## src/rtl/core/srsd_pkg.sv

```systemverilog
// types and constants of the signed rle span decoder
// no dependencies
`default_nettype none

package srsd_pkg;

   // configuration register indexes
   localparam int unsigned CSR_IDX_W  = 1;
   localparam int unsigned CSR_DATA_W = 16;
   localparam logic [CSR_IDX_W-1:0] REG_SPAN_LENGTH      = 1'd0;
   localparam logic [CSR_IDX_W-1:0] REG_BYTES_PER_SAMPLE = 1'd1;

   // bytes_per_sample code that selects two planes
   localparam logic [1:0] BPS_TWO_PLANES = 2'd2;

   // command queue depth between front and back
   localparam int unsigned CMD_DEPTH = 2;

   // decoder phase, one-hot
   typedef enum logic [3:0] {
      PH_HEADER  = 4'b0001,
      PH_VALUE   = 4'b0010,
      PH_LITERAL = 4'b0100,
      PH_SKIP    = 4'b1000
   } phase_type;

   // work handed from front to back: count copies of value
   typedef struct packed {
      logic [7:0] value;
      logic [7:0] count;
      logic       plane;
      logic       span_done;
      logic       error;
   } cmd_type;

   // one packed result
   typedef struct packed {
      logic [7:0] byte_zero;
      logic [7:0] byte_one;
      logic [7:0] byte_two;
      logic [7:0] byte_three;
      logic [2:0] lane_count;
      logic       plane;
      logic       span_done;
      logic       error;
      logic       last;
   } rsp_type;

endpackage

`default_nettype wire

```

## src/rtl/core/srsd_if.sv

```systemverilog
// request and result channel interfaces of the signed rle span decoder
// no dependencies
`default_nettype none

interface srsd_req_if;
   logic        valid;
   logic        ready;
   logic [7:0]  data_byte;
   logic [15:0] bytes_after;

   modport source (output valid, output data_byte, output bytes_after, input ready);
   modport sink   (input valid, input data_byte, input bytes_after, output ready);
endinterface

interface srsd_rsp_if;
   logic       valid;
   logic       ready;
   logic [7:0] byte_zero;
   logic [7:0] byte_one;
   logic [7:0] byte_two;
   logic [7:0] byte_three;
   logic [2:0] lane_count;
   logic       plane;
   logic       span_done;
   logic       error;
   logic       last;

   modport source (
      output valid, output byte_zero, output byte_one, output byte_two,
      output byte_three, output lane_count, output plane, output span_done,
      output error, output last, input ready
   );
   modport sink (
      input valid, input byte_zero, input byte_one, input byte_two,
      input byte_three, input lane_count, input plane, input span_done,
      input error, input last, output ready
   );
endinterface

`default_nettype wire

```

## src/rtl/core/srsd_front.sv

```systemverilog
// front end: takes record bytes, runs the rle phase machine, emits commands
// depends on srsd_pkg and srsd_if
`default_nettype none

module srsd_front #(
   parameter int unsigned MAX_SPAN = 65535
) (
   input  wire                                  clock,
   input  wire                                  reset,
   input  wire                                  csr_wr_en,
   input  wire  [srsd_pkg::CSR_IDX_W-1:0]       csr_index,
   input  wire  [srsd_pkg::CSR_DATA_W-1:0]      csr_wr_data,
   srsd_req_if.sink                             req_bus,
   output logic                                 cmd_valid,
   output srsd_pkg::cmd_type                    cmd,
   input  wire                                  cmd_ready
);
   import srsd_pkg::*;

   localparam logic [15:0] MAX_LEN = 16'(MAX_SPAN);

   logic [15:0] span_length_ff, span_length_in;
   logic [1:0]  bps_ff, bps_in;
   phase_type   phase_ff, phase_in;
   logic [7:0]  repeat_count_ff, repeat_count_in;
   logic [7:0]  literal_left_ff, literal_left_in;
   logic [15:0] produced_ff, produced_in;
   logic        span_number_ff, span_number_in;

   logic        accept;
   logic [15:0] eff_len;
   logic [15:0] room;
   logic [15:0] run_rep;
   logic [15:0] run_val;
   logic [15:0] lit_run;
   logic [15:0] prod_rep;
   logic [15:0] prod_lit;
   logic [7:0]  lit_dec;
   logic        two_planes;
   logic [7:0]  cnt;
   logic        done;
   logic        err;

   assign accept        = req_bus.valid && req_bus.ready;
   assign req_bus.ready = cmd_ready;

   // zero acts as one, anything above the limit is clamped
   assign eff_len = (span_length_ff == '0) ? 16'd1 :
                    ((span_length_ff > MAX_LEN) ? MAX_LEN : span_length_ff);

   assign room     = (produced_ff < eff_len) ? (eff_len - produced_ff) : '0;
   assign run_rep  = {8'd0, repeat_count_ff} + 16'd1;
   assign run_val  = (run_rep > room) ? room : run_rep;
   assign lit_run  = 16'd256 - {8'd0, req_bus.data_byte};
   assign prod_rep = produced_ff + run_val;
   assign prod_lit = produced_ff + 16'd1;
   assign lit_dec  = (literal_left_ff != '0) ? (literal_left_ff - 8'd1) : '0;
   assign two_planes = (span_number_ff == 1'b0) && (bps_ff == BPS_TWO_PLANES);

   // configuration registers
   always_comb begin
      span_length_in = span_length_ff;
      bps_in         = bps_ff;
      if (csr_wr_en) begin
         case (csr_index)
            REG_SPAN_LENGTH:      span_length_in = csr_wr_data;
            REG_BYTES_PER_SAMPLE: bps_in = csr_wr_data[1:0];
            default: ;
         endcase
      end
   end

   // phase machine
   always_comb begin
      phase_in        = phase_ff;
      repeat_count_in = repeat_count_ff;
      literal_left_in = literal_left_ff;
      produced_in     = produced_ff;
      span_number_in  = span_number_ff;
      cnt             = '0;
      done            = 1'b0;
      err             = 1'b0;

      case (phase_ff)
         PH_HEADER: begin
            if (req_bus.data_byte[7] == 1'b0) begin
               repeat_count_in = req_bus.data_byte;
               phase_in        = PH_VALUE;
            end else if (lit_run > req_bus.bytes_after) begin
               err      = 1'b1;
               phase_in = PH_SKIP;
            end else begin
               literal_left_in = lit_run[7:0];
               phase_in        = PH_LITERAL;
            end
         end
         PH_VALUE: begin
            cnt         = run_val[7:0];
            produced_in = prod_rep;
            if (prod_rep >= eff_len) begin
               done = 1'b1;
               if (two_planes) begin
                  span_number_in = 1'b1;
                  produced_in    = '0;
                  phase_in       = PH_HEADER;
               end else begin
                  phase_in = PH_SKIP;
               end
            end else begin
               phase_in = PH_HEADER;
            end
         end
         PH_LITERAL: begin
            literal_left_in = lit_dec;
            if (produced_ff < eff_len) begin
               cnt         = 8'd1;
               produced_in = prod_lit;
               done        = (prod_lit == eff_len);
            end
            if (lit_dec == '0) begin
               if (produced_in >= eff_len) begin
                  if (two_planes) begin
                     span_number_in = 1'b1;
                     produced_in    = '0;
                     phase_in       = PH_HEADER;
                  end else begin
                     phase_in = PH_SKIP;
                  end
               end else begin
                  phase_in = PH_HEADER;
               end
            end
         end
         PH_SKIP: ;
         default: phase_in = PH_HEADER;
      endcase

      // end of record: back to a fresh record whatever happened
      if (req_bus.bytes_after == '0) begin
         if (phase_in != PH_SKIP) begin
            err = 1'b1;
         end
         phase_in        = PH_HEADER;
         repeat_count_in = '0;
         literal_left_in = '0;
         produced_in     = '0;
         span_number_in  = 1'b0;
      end
   end

   assign cmd_valid     = accept && ((cnt != '0) || err || done);
   assign cmd.value     = req_bus.data_byte;
   assign cmd.count     = cnt;
   assign cmd.plane     = span_number_ff;
   assign cmd.span_done = done;
   assign cmd.error     = err;

   always_ff @(posedge clock) begin
      if (reset) begin
         span_length_ff  <= 16'd1;
         bps_ff          <= 2'd1;
         phase_ff        <= PH_HEADER;
         repeat_count_ff <= '0;
         literal_left_ff <= '0;
         produced_ff     <= '0;
         span_number_ff  <= 1'b0;
      end else begin
         span_length_ff <= span_length_in;
         bps_ff         <= bps_in;
         if (accept) begin
            phase_ff        <= phase_in;
            repeat_count_ff <= repeat_count_in;
            literal_left_ff <= literal_left_in;
            produced_ff     <= produced_in;
            span_number_ff  <= span_number_in;
         end
      end
   end

endmodule

`default_nettype wire

```

## src/rtl/core/srsd_cmd_fifo.sv

```systemverilog
// short command queue between the front and back ends
// depends on srsd_pkg
`default_nettype none

module srsd_cmd_fifo (
   input  wire                     clock,
   input  wire                     reset,
   input  wire                     push,
   input  wire srsd_pkg::cmd_type  push_cmd,
   output logic                    not_full,
   output logic                    head_valid,
   output srsd_pkg::cmd_type       head_cmd,
   input  wire                     pop
);
   import srsd_pkg::*;

   localparam int unsigned PTR_W = (CMD_DEPTH > 1) ? $clog2(CMD_DEPTH) : 1;
   localparam int unsigned CNT_W = $clog2(CMD_DEPTH + 1);
   localparam logic [PTR_W-1:0] LAST_PTR  = PTR_W'(CMD_DEPTH - 1);
   localparam logic [CNT_W-1:0] FULL_CNT  = CNT_W'(CMD_DEPTH);

   cmd_type            entry_ff [CMD_DEPTH];
   logic [PTR_W-1:0]   wr_ptr_ff, wr_ptr_in;
   logic [PTR_W-1:0]   rd_ptr_ff, rd_ptr_in;
   logic [CNT_W-1:0]   count_ff, count_in;
   logic               do_push;
   logic               do_pop;

   assign not_full   = (count_ff != FULL_CNT);
   assign head_valid = (count_ff != '0);
   assign head_cmd   = entry_ff[rd_ptr_ff];
   assign do_push    = push && not_full;
   assign do_pop     = pop && head_valid;

   always_comb begin
      wr_ptr_in = wr_ptr_ff;
      rd_ptr_in = rd_ptr_ff;
      count_in  = count_ff;
      if (do_push) begin
         wr_ptr_in = (wr_ptr_ff == LAST_PTR) ? '0 : (wr_ptr_ff + 1'b1);
      end
      if (do_pop) begin
         rd_ptr_in = (rd_ptr_ff == LAST_PTR) ? '0 : (rd_ptr_ff + 1'b1);
      end
      if (do_push && !do_pop) begin
         count_in = count_ff + 1'b1;
      end else if (do_pop && !do_push) begin
         count_in = count_ff - 1'b1;
      end
   end

   always_ff @(posedge clock) begin
      if (reset) begin
         wr_ptr_ff <= '0;
         rd_ptr_ff <= '0;
         count_ff  <= '0;
      end else begin
         wr_ptr_ff <= wr_ptr_in;
         rd_ptr_ff <= rd_ptr_in;
         count_ff  <= count_in;
      end
   end

   always_ff @(posedge clock) begin
      if (do_push) begin
         entry_ff[wr_ptr_ff] <= push_cmd;
      end
   end

endmodule

`default_nettype wire

```

## src/rtl/core/srsd_back.sv

```systemverilog
// back end: turns queued commands into packed results, one per cycle while the result channel is not stalled
// depends on srsd_pkg and srsd_if
`default_nettype none

module srsd_back #(
   parameter int unsigned LANES = 4
) (
   input  wire                     clock,
   input  wire                     reset,
   input  wire                     cmd_valid,
   input  wire srsd_pkg::cmd_type  cmd,
   output logic                    cmd_pop,
   srsd_rsp_if.source              rsp_bus
);
   import srsd_pkg::*;

   localparam logic [7:0] LANES_B = 8'(LANES);

   logic       rsp_valid_ff, rsp_valid_in;
   rsp_type    rsp_ff, rsp_in;
   logic [7:0] sent_ff, sent_in;
   logic [7:0] rem;
   logic [2:0] lanes;
   logic       fin;
   logic       load;

   assign rem   = cmd.count - sent_ff;
   assign fin   = (rem <= LANES_B);
   assign lanes = fin ? rem[2:0] : LANES_B[2:0];
   assign load  = cmd_valid && (!rsp_valid_ff || rsp_bus.ready);
   assign cmd_pop = load && fin;

   always_comb begin
      rsp_in       = rsp_ff;
      rsp_valid_in = rsp_valid_ff;
      sent_in      = sent_ff;
      if (rsp_valid_ff && rsp_bus.ready) begin
         rsp_valid_in = 1'b0;
      end
      if (load) begin
         rsp_valid_in      = 1'b1;
         rsp_in.byte_zero  = (lanes > 3'd0) ? cmd.value : '0;
         rsp_in.byte_one   = (lanes > 3'd1) ? cmd.value : '0;
         rsp_in.byte_two   = (lanes > 3'd2) ? cmd.value : '0;
         rsp_in.byte_three = (lanes > 3'd3) ? cmd.value : '0;
         rsp_in.lane_count = lanes;
         rsp_in.plane      = cmd.plane;
         rsp_in.span_done  = fin && cmd.span_done;
         rsp_in.error      = fin && cmd.error;
         rsp_in.last       = fin;
         sent_in           = fin ? '0 : (sent_ff + LANES_B);
      end
   end

   always_ff @(posedge clock) begin
      if (reset) begin
         rsp_valid_ff <= 1'b0;
         sent_ff      <= '0;
      end else begin
         rsp_valid_ff <= rsp_valid_in;
         sent_ff      <= sent_in;
      end
   end

   always_ff @(posedge clock) begin
      rsp_ff <= rsp_in;
   end

   assign rsp_bus.valid      = rsp_valid_ff;
   assign rsp_bus.byte_zero  = rsp_ff.byte_zero;
   assign rsp_bus.byte_one   = rsp_ff.byte_one;
   assign rsp_bus.byte_two   = rsp_ff.byte_two;
   assign rsp_bus.byte_three = rsp_ff.byte_three;
   assign rsp_bus.lane_count = rsp_ff.lane_count;
   assign rsp_bus.plane      = rsp_ff.plane;
   assign rsp_bus.span_done  = rsp_ff.span_done;
   assign rsp_bus.error      = rsp_ff.error;
   assign rsp_bus.last       = rsp_ff.last;

endmodule

`default_nettype wire

```

## src/rtl/core/signed_rle_span_decoder.sv

```systemverilog
// signed run-length span decoder: takes one byte of a channel record per request,
// each tagged with the number of record bytes after it, and returns the decoded
// bytes packed up to four per result. a header byte 0..127 repeats the next byte
// header+1 times, a header byte that is negative as a signed byte passes that many
// literal bytes. each span stops at span_length bytes (0 acts as 1, values above
// MAX_SPAN act as MAX_SPAN); bytes_per_sample 2 adds a low-byte plane, leftover
// bytes are skipped. a repeat header on the last byte, a literal run longer than
// the rest of the record, or a record that ends with spans unfilled sets error on
// the last result of that request. a request that only completes a span or reports
// an error gives one empty result. rate: a header, literal or skipped byte is taken
// every cycle; a repeat run of n bytes is split into ceil(n/lanes) results, lanes
// being OUT_LANES held to 1..4, and the front end stalls once the two-entry command
// queue is full. there is no clearing pass after reset.
// depends on srsd_pkg, srsd_if, srsd_front, srsd_cmd_fifo, srsd_back
`default_nettype none

module signed_rle_span_decoder #(
   parameter int unsigned OUT_LANES = 4,
   parameter int unsigned MAX_SPAN  = 65535
) (
   input  wire                             clock,
   input  wire                             reset,
   input  wire                             csr_wr_en,
   input  wire  [srsd_pkg::CSR_IDX_W-1:0]  csr_index,
   input  wire  [srsd_pkg::CSR_DATA_W-1:0] csr_wr_data,
   srsd_req_if.sink                        req_bus,
   srsd_rsp_if.source                      rsp_bus
);
   import srsd_pkg::*;

   // bytes per result, held to the four output byte fields
   localparam int unsigned LANES = (OUT_LANES < 1) ? 1 : ((OUT_LANES > 4) ? 4 : OUT_LANES);

   logic    front_cmd_valid;
   cmd_type front_cmd;
   logic    queue_not_full;
   logic    head_valid;
   cmd_type head_cmd;
   logic    head_pop;

   // front end: phase machine, one request per cycle while the queue has room
   srsd_front #(
      .MAX_SPAN (MAX_SPAN)
   ) u_front (
      .clock       (clock),
      .reset       (reset),
      .csr_wr_en   (csr_wr_en),
      .csr_index   (csr_index),
      .csr_wr_data (csr_wr_data),
      .req_bus     (req_bus),
      .cmd_valid   (front_cmd_valid),
      .cmd         (front_cmd),
      .cmd_ready   (queue_not_full)
   );

   // decouples request intake from result draining
   srsd_cmd_fifo u_queue (
      .clock      (clock),
      .reset      (reset),
      .push       (front_cmd_valid),
      .push_cmd   (front_cmd),
      .not_full   (queue_not_full),
      .head_valid (head_valid),
      .head_cmd   (head_cmd),
      .pop        (head_pop)
   );

   // back end: splits each command into packed results behind an output register
   srsd_back #(
      .LANES (LANES)
   ) u_back (
      .clock     (clock),
      .reset     (reset),
      .cmd_valid (head_valid),
      .cmd       (head_cmd),
      .cmd_pop   (head_pop),
      .rsp_bus   (rsp_bus)
   );

endmodule

`default_nettype wire

```

## src/flat_wrapper.sv

```systemverilog
// flat-port wrapper written by rule: the top's interface ports become plain ports
module signed_rle_span_decoder_flat import srsd_pkg::*;
#(
   parameter int unsigned OUT_LANES = 4,
   parameter int unsigned MAX_SPAN  = 65535
)
  (clock, reset, csr_wr_en, csr_index, csr_wr_data, req_bus_valid, req_bus_data_byte, req_bus_bytes_after, req_bus_ready, rsp_bus_valid, rsp_bus_byte_zero, rsp_bus_byte_one, rsp_bus_byte_two, rsp_bus_byte_three, rsp_bus_lane_count, rsp_bus_plane, rsp_bus_span_done, rsp_bus_error, rsp_bus_last, rsp_bus_ready);
  srsd_req_if req_bus_i ();
  srsd_rsp_if rsp_bus_i ();
  input  wire clock;
  input  wire reset;
  input  wire csr_wr_en;
  input  wire  [srsd_pkg::CSR_IDX_W-1:0] csr_index;
  input  wire  [srsd_pkg::CSR_DATA_W-1:0] csr_wr_data;
  input wire logic [$bits(req_bus_i.valid)-1:0] req_bus_valid;
  input wire logic [$bits(req_bus_i.data_byte)-1:0] req_bus_data_byte;
  input wire logic [$bits(req_bus_i.bytes_after)-1:0] req_bus_bytes_after;
  output wire logic [$bits(req_bus_i.ready)-1:0] req_bus_ready;
  output wire logic [$bits(rsp_bus_i.valid)-1:0] rsp_bus_valid;
  output wire logic [$bits(rsp_bus_i.byte_zero)-1:0] rsp_bus_byte_zero;
  output wire logic [$bits(rsp_bus_i.byte_one)-1:0] rsp_bus_byte_one;
  output wire logic [$bits(rsp_bus_i.byte_two)-1:0] rsp_bus_byte_two;
  output wire logic [$bits(rsp_bus_i.byte_three)-1:0] rsp_bus_byte_three;
  output wire logic [$bits(rsp_bus_i.lane_count)-1:0] rsp_bus_lane_count;
  output wire logic [$bits(rsp_bus_i.plane)-1:0] rsp_bus_plane;
  output wire logic [$bits(rsp_bus_i.span_done)-1:0] rsp_bus_span_done;
  output wire logic [$bits(rsp_bus_i.error)-1:0] rsp_bus_error;
  output wire logic [$bits(rsp_bus_i.last)-1:0] rsp_bus_last;
  input wire logic [$bits(rsp_bus_i.ready)-1:0] rsp_bus_ready;
  assign req_bus_i.valid = req_bus_valid;
  assign req_bus_i.data_byte = req_bus_data_byte;
  assign req_bus_i.bytes_after = req_bus_bytes_after;
  assign req_bus_ready = req_bus_i.ready;
  assign rsp_bus_valid = rsp_bus_i.valid;
  assign rsp_bus_byte_zero = rsp_bus_i.byte_zero;
  assign rsp_bus_byte_one = rsp_bus_i.byte_one;
  assign rsp_bus_byte_two = rsp_bus_i.byte_two;
  assign rsp_bus_byte_three = rsp_bus_i.byte_three;
  assign rsp_bus_lane_count = rsp_bus_i.lane_count;
  assign rsp_bus_plane = rsp_bus_i.plane;
  assign rsp_bus_span_done = rsp_bus_i.span_done;
  assign rsp_bus_error = rsp_bus_i.error;
  assign rsp_bus_last = rsp_bus_i.last;
  assign rsp_bus_i.ready = rsp_bus_ready;
  signed_rle_span_decoder #(.OUT_LANES(OUT_LANES), .MAX_SPAN(MAX_SPAN)) u_core (.clock(clock), .reset(reset), .csr_wr_en(csr_wr_en), .csr_index(csr_index), .csr_wr_data(csr_wr_data), .req_bus(req_bus_i), .rsp_bus(rsp_bus_i));
endmodule
```

## config.mk

```make
export PLATFORM = sky130hd
export DESIGN_NAME = signed_rle_span_decoder_flat
export DESIGN_NICKNAME = d
export VERILOG_FILES = /design/src/rtl/core/srsd_pkg.sv /design/src/rtl/core/srsd_if.sv /design/src/rtl/core/srsd_front.sv /design/src/rtl/core/srsd_cmd_fifo.sv /design/src/rtl/core/srsd_back.sv /design/src/rtl/core/signed_rle_span_decoder.sv /design/src/flat_wrapper.sv
export SDC_FILE = /design/constraint.sdc
export NUM_CORES = 1
export LEC_CHECK = 0
export BUFFER_PORTS_ARGS = -buffer_cell sky130_fd_sc_hd__buf_2
export CELL_PAD_IN_SITES_DETAIL_PLACEMENT = 0
export CELL_PAD_IN_SITES_GLOBAL_PLACEMENT = 1
export CORE_UTILIZATION = 35
export DETAILED_ROUTE_END_ITERATION = 6
export PLACE_DENSITY = 0.63
export SETUP_SLACK_MARGIN = 0.4
export SKIP_LAST_GASP = 1
export SYNTH_ARGS = -nofsm -noshare
export SYNTH_HDL_FRONTEND = slang
export SYNTH_SLANG_ARGS = --single-unit
```

## constraint.sdc

```tcl
create_clock -name clock -period 17.45 [get_ports clock]
set_clock_uncertainty 0.2 [all_clocks]
set_input_delay 2.6175 -clock clock [delete_from_list [all_inputs] [get_ports clock]]
set_output_delay 2.6175 -clock clock [all_outputs]
set_load 0.02 [all_outputs]
```

==> results of run 1 <==
[power by group]
group / switching (W) / internal, W
clock: 0.000184 / 0.000195
combinational: 0.000182 / 0.000109
sequential: 0.0000154 / 0.000377
total: 0.000382 / 0.000681
[logic make-up (layout without fill, tap and decap cells)]
kind of cell    count (synthesis)  in the layout  synth area share
flops                         143            143             0.354
buf+inv                       136            211            0.0511
xor+xnor                       82             82            0.0707
simple gates                  438            438             0.206
fa+ha+maj                      93             93             0.114
compound gates                253            253             0.165
mux                            37             37            0.0379
other cells                     2              9          0.000732
[synthesized netlist by cell type (12+ instances only)]
cell,instances,area share
edfxtp_1,77,0.23
ha_1,92,0.11
mux2i_1,25,0.024
a21oi_1,77,0.038
nand2_1,106,0.039
nand2b_1,14,0.0085
and2_1,15,0.0091
nor3_1,39,0.019
nor4_1,18,0.011
xnor2_1,56,0.048
o21ai_0,43,0.021
inv_1,84,0.031
o211ai_1,12,0.0088
xor2_1,25,0.021
nand3_1,25,0.012
clkbuf_1,41,0.015
nand4_1,21,0.013
dfxtp_1,66,0.13
a22oi_1,15,0.011
and3_1,12,0.0073
a21o_1,16,0.012
nor2_1,139,0.051
[worst max-delay path: cells and delay by family (launching register included)]
| family | cells | cell delay [ps] |
|---|---|---|
| flip-flops | 1 | 430 |
| adder cells (fa/ha/maj) | 5 | 1260 |
| buffers and inverters | 6 | 1040 |
| AO/OA/AOI/OAI | 21 | 4900 |
| AND/OR/NAND/NOR | 10 | 2810 |
| XOR/XNOR | 1 | 150 |
[layout make-up]
cell class	instances	area (um2)
clock buffers	17	425
clock inverters	15	181
fillers	2951	17100
inverters	84	315
multi-input cells	912	6130
flip-flops and latches	143	3630
well taps	384	480
repair buffers	95	498
[state kept, by name (all words and copies together) (netlist names), 2 cells and up, named ones only]
name and flops:
u_core.u_back.rsp_bus.byte_one 8, u_core.u_back.rsp_bus.byte_three 8, u_core.u_back.rsp_bus.byte_two 8, u_core.u_back.rsp_bus.byte_zero 8
u_core.u_back.rsp_bus.lane_count 3, u_core.u_back.sent_ff 6, u_core.u_front.bps_ff 2, u_core.u_front.literal_left_ff 8
u_core.u_front.phase_ff 4, u_core.u_front.produced_ff 16, u_core.u_front.repeat_count_ff 7, u_core.u_front.span_length_ff 16
u_core.u_queue.count_ff 2, u_core.u_queue.entry_ff 38
[metal layers]
| metal | global-route usage | share of wire | vias to the layer above |
|---|---|---|---|
| met5 | 0 | 0 | - |
| met4 | 0.0712 | 0.026 | 0 |
| met3 | 0.0268 | 0.035 | 41 |
| met2 | 0.335 | 0.48 | 206 |
| met1 | 0.250 | 0.46 | 4080 |
| li1 | - | - | 4390 |
[worst min-delay path by stage]
| stage | cells past startpoint | startpoint | end | slack (ps) |
|---|---|---|---|---|
| 2_1_floorplan | 0 | u_core.u_front.span_number_ff | u_core.u_queue.entry_ff[0][2] | 230 |
| 3_3_place_gp | 2 | u_core.u_queue.rd_ptr_ff | flop | 280 |
| 3_5_place_dp | 2 | u_core.u_queue.rd_ptr_ff | u_core.u_queue.rd_ptr_ff | 290 |
| 4_1_cts | 2 | u_core.u_queue.rd_ptr_ff | u_core.u_queue.rd_ptr_ff | 310 |
| 5_1_grt | 2 | u_core.u_front.span_length_ff[0] | u_core.u_front.span_length_ff[0] | 330 |
| 6_report | 2 | u_core.u_queue.rd_ptr_ff | u_core.u_queue.rd_ptr_ff | 310 |
[placed cells by master (no fill, tap or decap), types with 8 or more instances in the layout]
cell       netlist  routed
a211oi_1        11      11
a21o_1          16      16
a21oi_1         77      77
a22oi_1         15      15
a31oi_1          9       9
and2_1          15      15
and3_1          12      12
buf_2            5      86
buf_4            0       9
clkbuf_16        0      17
conb_1           2       9
dfxtp_1         66      66
edfxtp_1        77      77
ha_1            92      92
inv_1           84      84
mux2_2           9       9
mux2i_1         25      25
nand2_1        106     106
nand2b_1        14      14
nand3_1         25      25
nand4_1         21      21
nor2_1         139     139
nor2b_1         11      11
nor3_1          39      39
nor4_1          18      18
o211ai_1        12      12
o21a_1           9       9
o21ai_0         43      43
or3_1            8       8
xnor2_1         56      56
xor2_1          25      25
[per-stage QoR]
step / std cells / hold slack [ps] / instance area [um2]
2_1_floorplan: 1191 / 226 / 10300
6_report: 1650 / 307 / 11700
3_5_place_dp: 1618 / 293 / 11100
4_1_cts: 1650 / 314 / 11700
5_1_grt: 1650 / 327 / 11700
3_3_place_gp: 1618 / 285 / 11100
==> flow_metrics.py, run 1 <==
metrics = {
    "grt": {
        "grt_pass1_vias": 8510,
        "antenna_found_initial": 0,
        "grt_max_degree": 55,
        "groute.usage.overall": 0.195,
        "grt_pass1_wl_um": 46300,
        "grt_overflow": 0,
    },
    "power": {
        "total_power_w": 0.00106,
        "power_density_mw_per_mm2": 91.1,
        "vdd_drop_max_v": 0.0000820,
        "power.leakage_nw": 4.78,
    },
    "critical_path": {
        "rr_worst_depth": 43,
        "crit_end": "u_core.u_queue.entry_ff[0][11]",
        "path_class": "reg -> reg",
        "r2r_slack_ps": 6350,
        "cp_slowest_stage_delay_ps": 740,
        "crit_top_cell": "ha_1",
        "critical-path-slowest-cell": "a2111oi_0",
        "cp_max_fo": 26,
        "critPathLaunch": "u_core.u_front.span_length_ff[2]",
        "required_ps": 17380,
        "end_kind": "flop",
        "reg2reg_to": "u_core.u_queue.entry_ff[0][11]",
        "crit_path_start_kind": "flop",
        "r2r_start": "u_core.u_front.span_length_ff[2]",
        "crit_arrival_ps": 11030,
    },
    "run": {
        "cap_viol_max_count": 0,
    },
    "logic_synthesis": {
        "ys_types": 82,
        "synthCells": 1184,
        "synth_edf_count": 77,
        "synth_warnings": 0,
        "synth_seq_cells": 143,
        "syn_area_mm2": 0.0103,
        "synth_flop_cell": "edfxtp_1",
        "ys_seq_area_frac": 0.354,
        "synthArstFlopShare": 0,
        "avgSynthCellArea_um2": 8.67,
    },
    "route": {
        "viasPerCell": 5.28,
        "remaining_drc_errors": 0,
        "first_pass_iters": 5,
        "wire_per_inst_um": 17.6,
        "vias": 8717,
        "drt-total-wl_um": 29000,
        "ant_nets": 0,
        "drtIter0Drc": 444,
    },
    "clocking": {
        "hold_buffers": 0,
        "postCtsSetupRepairBufs": 0,
        "cts_tree": "built",
        "clkSlewWorstSetupHoldPaths_ps": 70,
        "cts_buffers": 17,
        "clock-sinks": 143,
        "cts-root-buf": "clkbuf_16",
        "clk_latency_ps": 430,
        "cts-resized-gates": 0,
        "ctsLongestPathBuffers": 2,
        "htree_num_levels": 4,
    },
    "timing": {
        "fmax_mhz": 90.1,
        "setup_slack_ps": 6350,
        "slew_headroom": 0.239,
        "tightest_slew_ps": 1130,
        "fin_crit_ps": 11100,
        "hold_viol": 0,
        "slew_viol_final": 0,
        "finalSetupViolations": 0,
        "rsz0062_at_grt": "false",
        "tns_ps": 0,
        "fin_crit_sh": 0.636,
    },
    "floorplanning": {
        "core_mm2": 0.0288,
        "die_x_um": 173,
        "ioPinCount": 87,
        "start_util": 0.357,
        "num_rows": 62,
        "die_h_um": 173,
        "die-area_mm2": 0.0300,
    },
    "final_layout": {
        "syn_to_final_growth_pct": 13.7,
        "final_util": 0.405,
        "nets": 1392,
        "layout-drive-gt1-share": 0.125,
        "antenna_cells": 0,
    },
    "placed_design": {
        "portBuffers": 86,
        "gp_congestion": 0.867,
        "hpwl_um": 22600,
        "place_ws_ps": 6430,
    },
    "hold_path": {
        "hold_class": "reg -> reg",
    },
    "run_status": {
        "status": "finished clean",
    },
}
Note: power is estimated with default switching activity, not from simulation.
==> run 2: changes to the inputs <==
--- a/config.mk
+++ b/config.mk
@@ -10,7 +10,7 @@
 export CELL_PAD_IN_SITES_GLOBAL_PLACEMENT = 1
 export CORE_UTILIZATION = 35
 export DETAILED_ROUTE_END_ITERATION = 6
-export PLACE_DENSITY = 0.63
+export PLACE_DENSITY = 0.65
 export SETUP_SLACK_MARGIN = 0.4
 export SKIP_LAST_GASP = 1
 export SYNTH_ARGS = -nofsm -noshare
==> constraint.sdc (replaced) <==
create_clock -name clock -period 10.2 [get_ports clock]
set_clock_uncertainty 0.2 [all_clocks]
set_input_delay 1.53 -clock clock [delete_from_list [all_inputs] [get_ports clock]]
set_output_delay 1.53 -clock clock [all_outputs]
set_load 0.02 [all_outputs]
==> flow_metrics.py, run 2 (synthesized netlist as in run 1, its figures left out) <==
metrics = {
    "clocking": {
        "hold_buffers": 0,
        "cts-root-buf": "clkbuf_16",
        "ctsLongestPathBuffers": 2,
        "clk_latency_ps": 430,
        "cts_tree": "built",
        "htree_num_levels": 4,
        "clock-sinks": 143,
        "cts_buffers": 17,
        "clkSlewWorstSetupHoldPaths_ps": 70,
    },
    "grt": {
        "grt_overflow": 0,
        "grt_max_degree": 55,
        "groute.usage.overall": 0.196,
        "gr-max-usage-layer": "met2",
        "globalRouteMet2Util": 0.346,
        "grt_pass1_wl_um": 46300,
        "antenna_found_initial": 0,
        "gr-usage-met3": 0.0342,
        "use_met1": 0.245,
        "grt_pass1_vias": 8457,
    },
    "route": {
        "drtIter0Drc": 452,
        "drt-total-wl_um": 29300,
        "remaining_drc_errors": 0,
        "ant_nets": 0,
        "vias": 8873,
        "first_pass_iters": 5,
        "viasPerCell": 5.27,
        "wire_per_inst_um": 17.4,
    },
    "power": {
        "power.leakage_nw": 4.96,
        "comb_power_share": 0.290,
        "swShare": 0.358,
        "switching_power_w": 0.000658,
        "vdd_drop_max_v": 0.0000648,
        "internal_power_w": 0.00118,
        "power_density_mw_per_mm2": 153,
        "p_seq_frac": 0.361,
        "clockPowerShare": 0.349,
    },
    "final_layout": {
        "regMostFlops": "u_core.u_queue.entry_ff",
        "final_util": 0.418,
        "syn_to_final_growth_pct": 17.3,
        "layout-drive-gt1-share": 0.162,
        "nets": 1425,
        "layout_common_cells": "137 x nor2_1, 106 x nand2_1, 92 x ha_1",
        "largest_register_ffs": 38,
        "final_cell_area_mm2": 0.0120,
        "n_fill_cell": 2882,
        "reg_top3": "u_core.u_queue.entry_ff x38, u_core.u_front.produced_ff x16, u_core.u_front.span_length_ff x16",
        "antenna_cells": 0,
        "final_common_cell": "nor2_1",
    },
    "timing": {
        "tightest_slew_ps": 1210,
        "rsz0062_at_grt": "true",
        "tns_ps": 0,
        "hold_viol": 0,
        "fin_crit_sh": 0.920,
        "slew_viol_final": 0,
        "slew_headroom": 0.190,
        "timing.hold.ws_ps": 304,
        "finalSetupViolations": 0,
        "fin_crit_ps": 9390,
        "fmax_mhz": 107,
    },
    "floorplanning": {
        "start_util": 0.357,
        "die_x_um": 173,
        "die_h_um": 173,
        "num_rows": 62,
        "core_mm2": 0.0288,
        "die-area_mm2": 0.0300,
        "ioPinCount": 87,
    },
    "placed_design": {
        "placed_cell_area_mm2": 0.0113,
        "gp_congestion": 0.881,
        "hpwl_um": 22900,
        "portBuffers": 86,
    },
    "critical_path": {
        "crit_arrival_ps": 9550,
        "crit_path_start_kind": "flop",
        "cp_slowest_stage_delay_ps": 370,
        "path_class": "reg -> reg",
        "end_kind": "flop",
        "required_ps": 10360,
        "crit_top_cell": "ha_1",
        "r2r_slack_ps": 810,
        "critical-path-slowest-cell": "or3_1",
        "cp_max_fo": 11,
    },
    "run": {
        "cap_viol_max_count": 0,
    },
    "run_status": {
        "status": "finished clean",
    },
    "hold_path": {
        "hold_class": "reg -> reg",
    },
}
## run 2: cell count changes in the layout (fill, tap and decap cells not counted), sizes merged
cell    delta
buf       +33
clkinv     +1
inv        -1
## run 2: through the flow
step	std cells	power, W	worst slack, ps
2_1_floorplan	1191	0.00104	445
3_3_place_gp	1647	0.00119	277
3_5_place_dp	1647	0.00119	37.3
4_1_cts	1680	0.00184	408
5_1_grt	1683	0.00193	164
6_report	1683	0.00184	813
## run 2: layer usage
metal	vias to the layer above	routed length, um
met4	0	527
met3	36	1290
met5	-	0
met2	226	14400
li1	4445	-
met1	4166	13000
## run 2: final timing paths
path	start	end	depth (start not counted)
worst max-delay path	u_core.u_front.span_length_ff[13]	u_core.u_queue.count_ff[1]	44
worst min-delay path	u_core.u_queue.rd_ptr_ff	flop	2
worst min register to register	u_core.u_queue.rd_ptr_ff	flop	2
worst max register to register	u_core.u_front.span_length_ff[13]	u_core.u_queue.count_ff[1]	44
## run 2: critical path, delay by kind of cell, from the launching register on
family	cells	cell delay (ps)
fa+ha+maj	6	1500
simple gates	11	2470
compound gates	21	4130
xor+xnor	1	60
buf+inv	5	580
flops	1	360
## run 2: final cells by class
cell class	instances	area [um2]	share of cell area
clock buffers	17	425	0.0353
clock inverters	15	181	0.0151
inverters	84	315	0.0262
multi-input cells	912	6250	0.519
flip-flops and latches	143	3630	0.302
well taps	384	480	0.0399
repair buffers	128	749	0.0623
## run 2: timing repair
action	in CTS	in global routing
buffers inserted	1	3
pin swaps	3	12
resized for setup	7	23
setup endpoints to repair	10	52
## run 2: power groups by stage
stage	Clock, W	Sequential [W]	Combinational [W]
2_1_floorplan	0	0.000694	0.000346
3_3_place_gp	0	0.000677	0.000518
3_5_place_dp	0	0.000678	0.000515
4_1_cts	0.000654	0.000664	0.000524
5_1_grt	0.000677	0.000669	0.000588
6_report	0.000642	0.000665	0.000533
==> run 3: changes to the inputs <==
--- a/config.mk
+++ b/config.mk
@@ -9,8 +9,9 @@
 export CELL_PAD_IN_SITES_DETAIL_PLACEMENT = 0
 export CELL_PAD_IN_SITES_GLOBAL_PLACEMENT = 1
 export CORE_UTILIZATION = 35
+export CTS_CLUSTER_DIAMETER = 30
 export DETAILED_ROUTE_END_ITERATION = 6
-export PLACE_DENSITY = 0.65
+export PLACE_DENSITY = 0.75
 export SETUP_SLACK_MARGIN = 0.4
 export SKIP_LAST_GASP = 1
 export SYNTH_ARGS = -nofsm -noshare
==> flow_metrics.py, run 3 (synthesized netlist as in run 1, its figures left out) <==
metrics = {
    "run_status": {
        "status": "finished clean",
    },
    "final_layout": {
        "final_common_cell": "nor2_1",
        "largest_register_ffs": 38,
        "reg_top3": "u_core.u_queue.entry_ff x38, u_core.u_front.produced_ff x16, u_core.u_front.span_length_ff x16",
        "regMostFlops": "u_core.u_queue.entry_ff",
        "final_cell_area_mm2": 0.0121,
        "layout_common_cells": "136 x nor2_1, 106 x nand2_1, 91 x ha_1",
        "syn_to_final_growth_pct": 17.6,
        "nets": 1420,
        "layout-drive-gt1-share": 0.165,
        "antenna_cells": 0,
    },
    "floorplanning": {
        "core_mm2": 0.0288,
        "die-area_mm2": 0.0300,
        "ioPinCount": 87,
        "die_h_um": 173,
        "die_x_um": 173,
        "num_rows": 62,
        "start_util": 0.357,
    },
    "grt": {
        "grt_pass1_vias": 8294,
        "grt_pass1_wl_um": 43900,
        "grt_overflow": 0,
        "groute.usage.overall": 0.184,
        "grt_max_degree": 55,
        "antenna_found_initial": 0,
    },
    "route": {
        "vias": 8798,
        "wire_per_inst_um": 16.5,
        "viasPerCell": 5.24,
        "drtIter0Drc": 725,
        "first_pass_iters": 5,
        "remaining_drc_errors": 0,
        "drt-total-wl_um": 27700,
        "ant_nets": 0,
    },
    "critical_path": {
        "reg2reg_to": "u_core.u_queue.count_ff[1]",
        "critical-path-slowest-cell": "or3_1",
        "crit_end": "u_core.u_queue.count_ff[1]",
        "crit_path_start_kind": "flop",
        "r2r_start": "u_core.u_front.span_length_ff[15]",
        "critPathLaunch": "u_core.u_front.span_length_ff[15]",
        "path_class": "reg -> reg",
        "cp_max_fo": 10,
        "end_kind": "flop",
        "crit_top_cell": "ha_1",
        "r2r_slack_ps": 940,
        "crit_arrival_ps": 9410,
        "rr_worst_depth": 46,
        "required_ps": 10360,
        "cp_slowest_stage_delay_ps": 370,
    },
    "timing": {
        "fin_crit_sh": 0.908,
        "hold_viol": 0,
        "fin_crit_ps": 9260,
        "slew_headroom": 0.196,
        "fmax_mhz": 108,
        "tightest_slew_ps": 1200,
        "rsz0062_at_grt": "false",
        "tns_ps": 0,
        "setup_slack_ps": 942,
        "slew_viol_final": 0,
        "finalSetupViolations": 0,
    },
    "placed_design": {
        "portBuffers": 86,
        "placed_cell_area_mm2": 0.0112,
        "gp_congestion": 0.942,
        "hpwl_um": 21400,
        "place_ws_ps": 47.6,
    },
    "clocking": {
        "hold_buffers": 0,
        "cts_tree": "built",
        "clk_latency_ps": 440,
        "clock-sinks": 143,
        "htree_num_levels": 4,
        "cts-root-buf": "clkbuf_16",
        "clkSlewWorstSetupHoldPaths_ps": 80,
        "cts_buffers": 17,
        "ctsLongestPathBuffers": 2,
    },
    "power": {
        "power.leakage_nw": 4.94,
        "power_density_mw_per_mm2": 153,
        "vdd_drop_max_v": 0.000111,
        "total_power_w": 0.00185,
    },
    "hold_path": {
        "hold_start": "u_core.u_back.rsp_bus.valid",
        "hold_class": "reg -> reg",
    },
    "run": {
        "cap_viol_max_count": 0,
    },
}
==> run 3: final cells by class <==
type                    instances  area [um2]
fillers                      2808       16700
multi-input cells             912        6310
flip-flops and latches        143        3640
repair buffers                123         716
well taps                     384         480
clock buffers                  17         425
inverters                      84         315
clock inverters                15         184
==> run 3: through the flow <==
step                instances  hold WS (ps)   util
detailed placement       1638           283  0.389
global route             1678           315  0.419
floorplan                1191           226      -
finish                   1678           299  0.419
CTS                      1672           296  0.413
global placement         1638           260  0.389
==> run 3: where the power goes <==
part           switching [W]  internal (W)  total [W]
Clock               0.000309      0.000333   0.000642
Combinational       0.000327      0.000213   0.000540
Sequential         0.0000216      0.000645   0.000666
==> run 3: worst min-delay path by stage <==
| stage | end | slack (ps) | cells after the start |
|---|---|---|---|
| 3_3_place_gp | u_core.u_queue.entry_ff[0][2] | 260 | 0 |
| 4_1_cts | u_core.u_front.span_length_ff[0] | 300 | 2 |
| 6_report | u_core.u_back.rsp_bus.valid | 300 | 2 |
| 2_1_floorplan | u_core.u_queue.entry_ff[0][2] | 230 | 0 |
| 3_5_place_dp | u_core.u_front.span_length_ff[0] | 280 | 2 |
| 5_1_grt | u_core.u_queue.entry_ff[0][2] | 310 | 0 |
==> run 3: what timing repair did <==
| item | CTS | global route |
|---|---|---|
| setup endpoints to repair | 3 | 52 |
| gates resized for setup | 6 | 39 |
| pin swaps | 2 | 13 |
| setup buffers | 2 | 6 |
==> run 3: per-layer routing <==
layer  wire (um)  up-vias  GRT usage  part of all wire
li1            -     4435          -                 -
met1       12900     4087      0.244              0.46
met2       13000      238      0.308              0.47
met3        1110       38     0.0276             0.040
met4         691        0     0.0590             0.025
met5           0        -          0                 0
==> run 3: worst max-delay path, delay by kind of cell, from the launching register on <==
kind,cells,cell delay (ps)
buffers and inverters,5,410
flip-flops,1,340
XOR/XNOR,1,110
adder cells (fa/ha/maj),6,1600
AND/OR/NAND/NOR,11,2400
AO/OA/AOI/OAI,23,4110
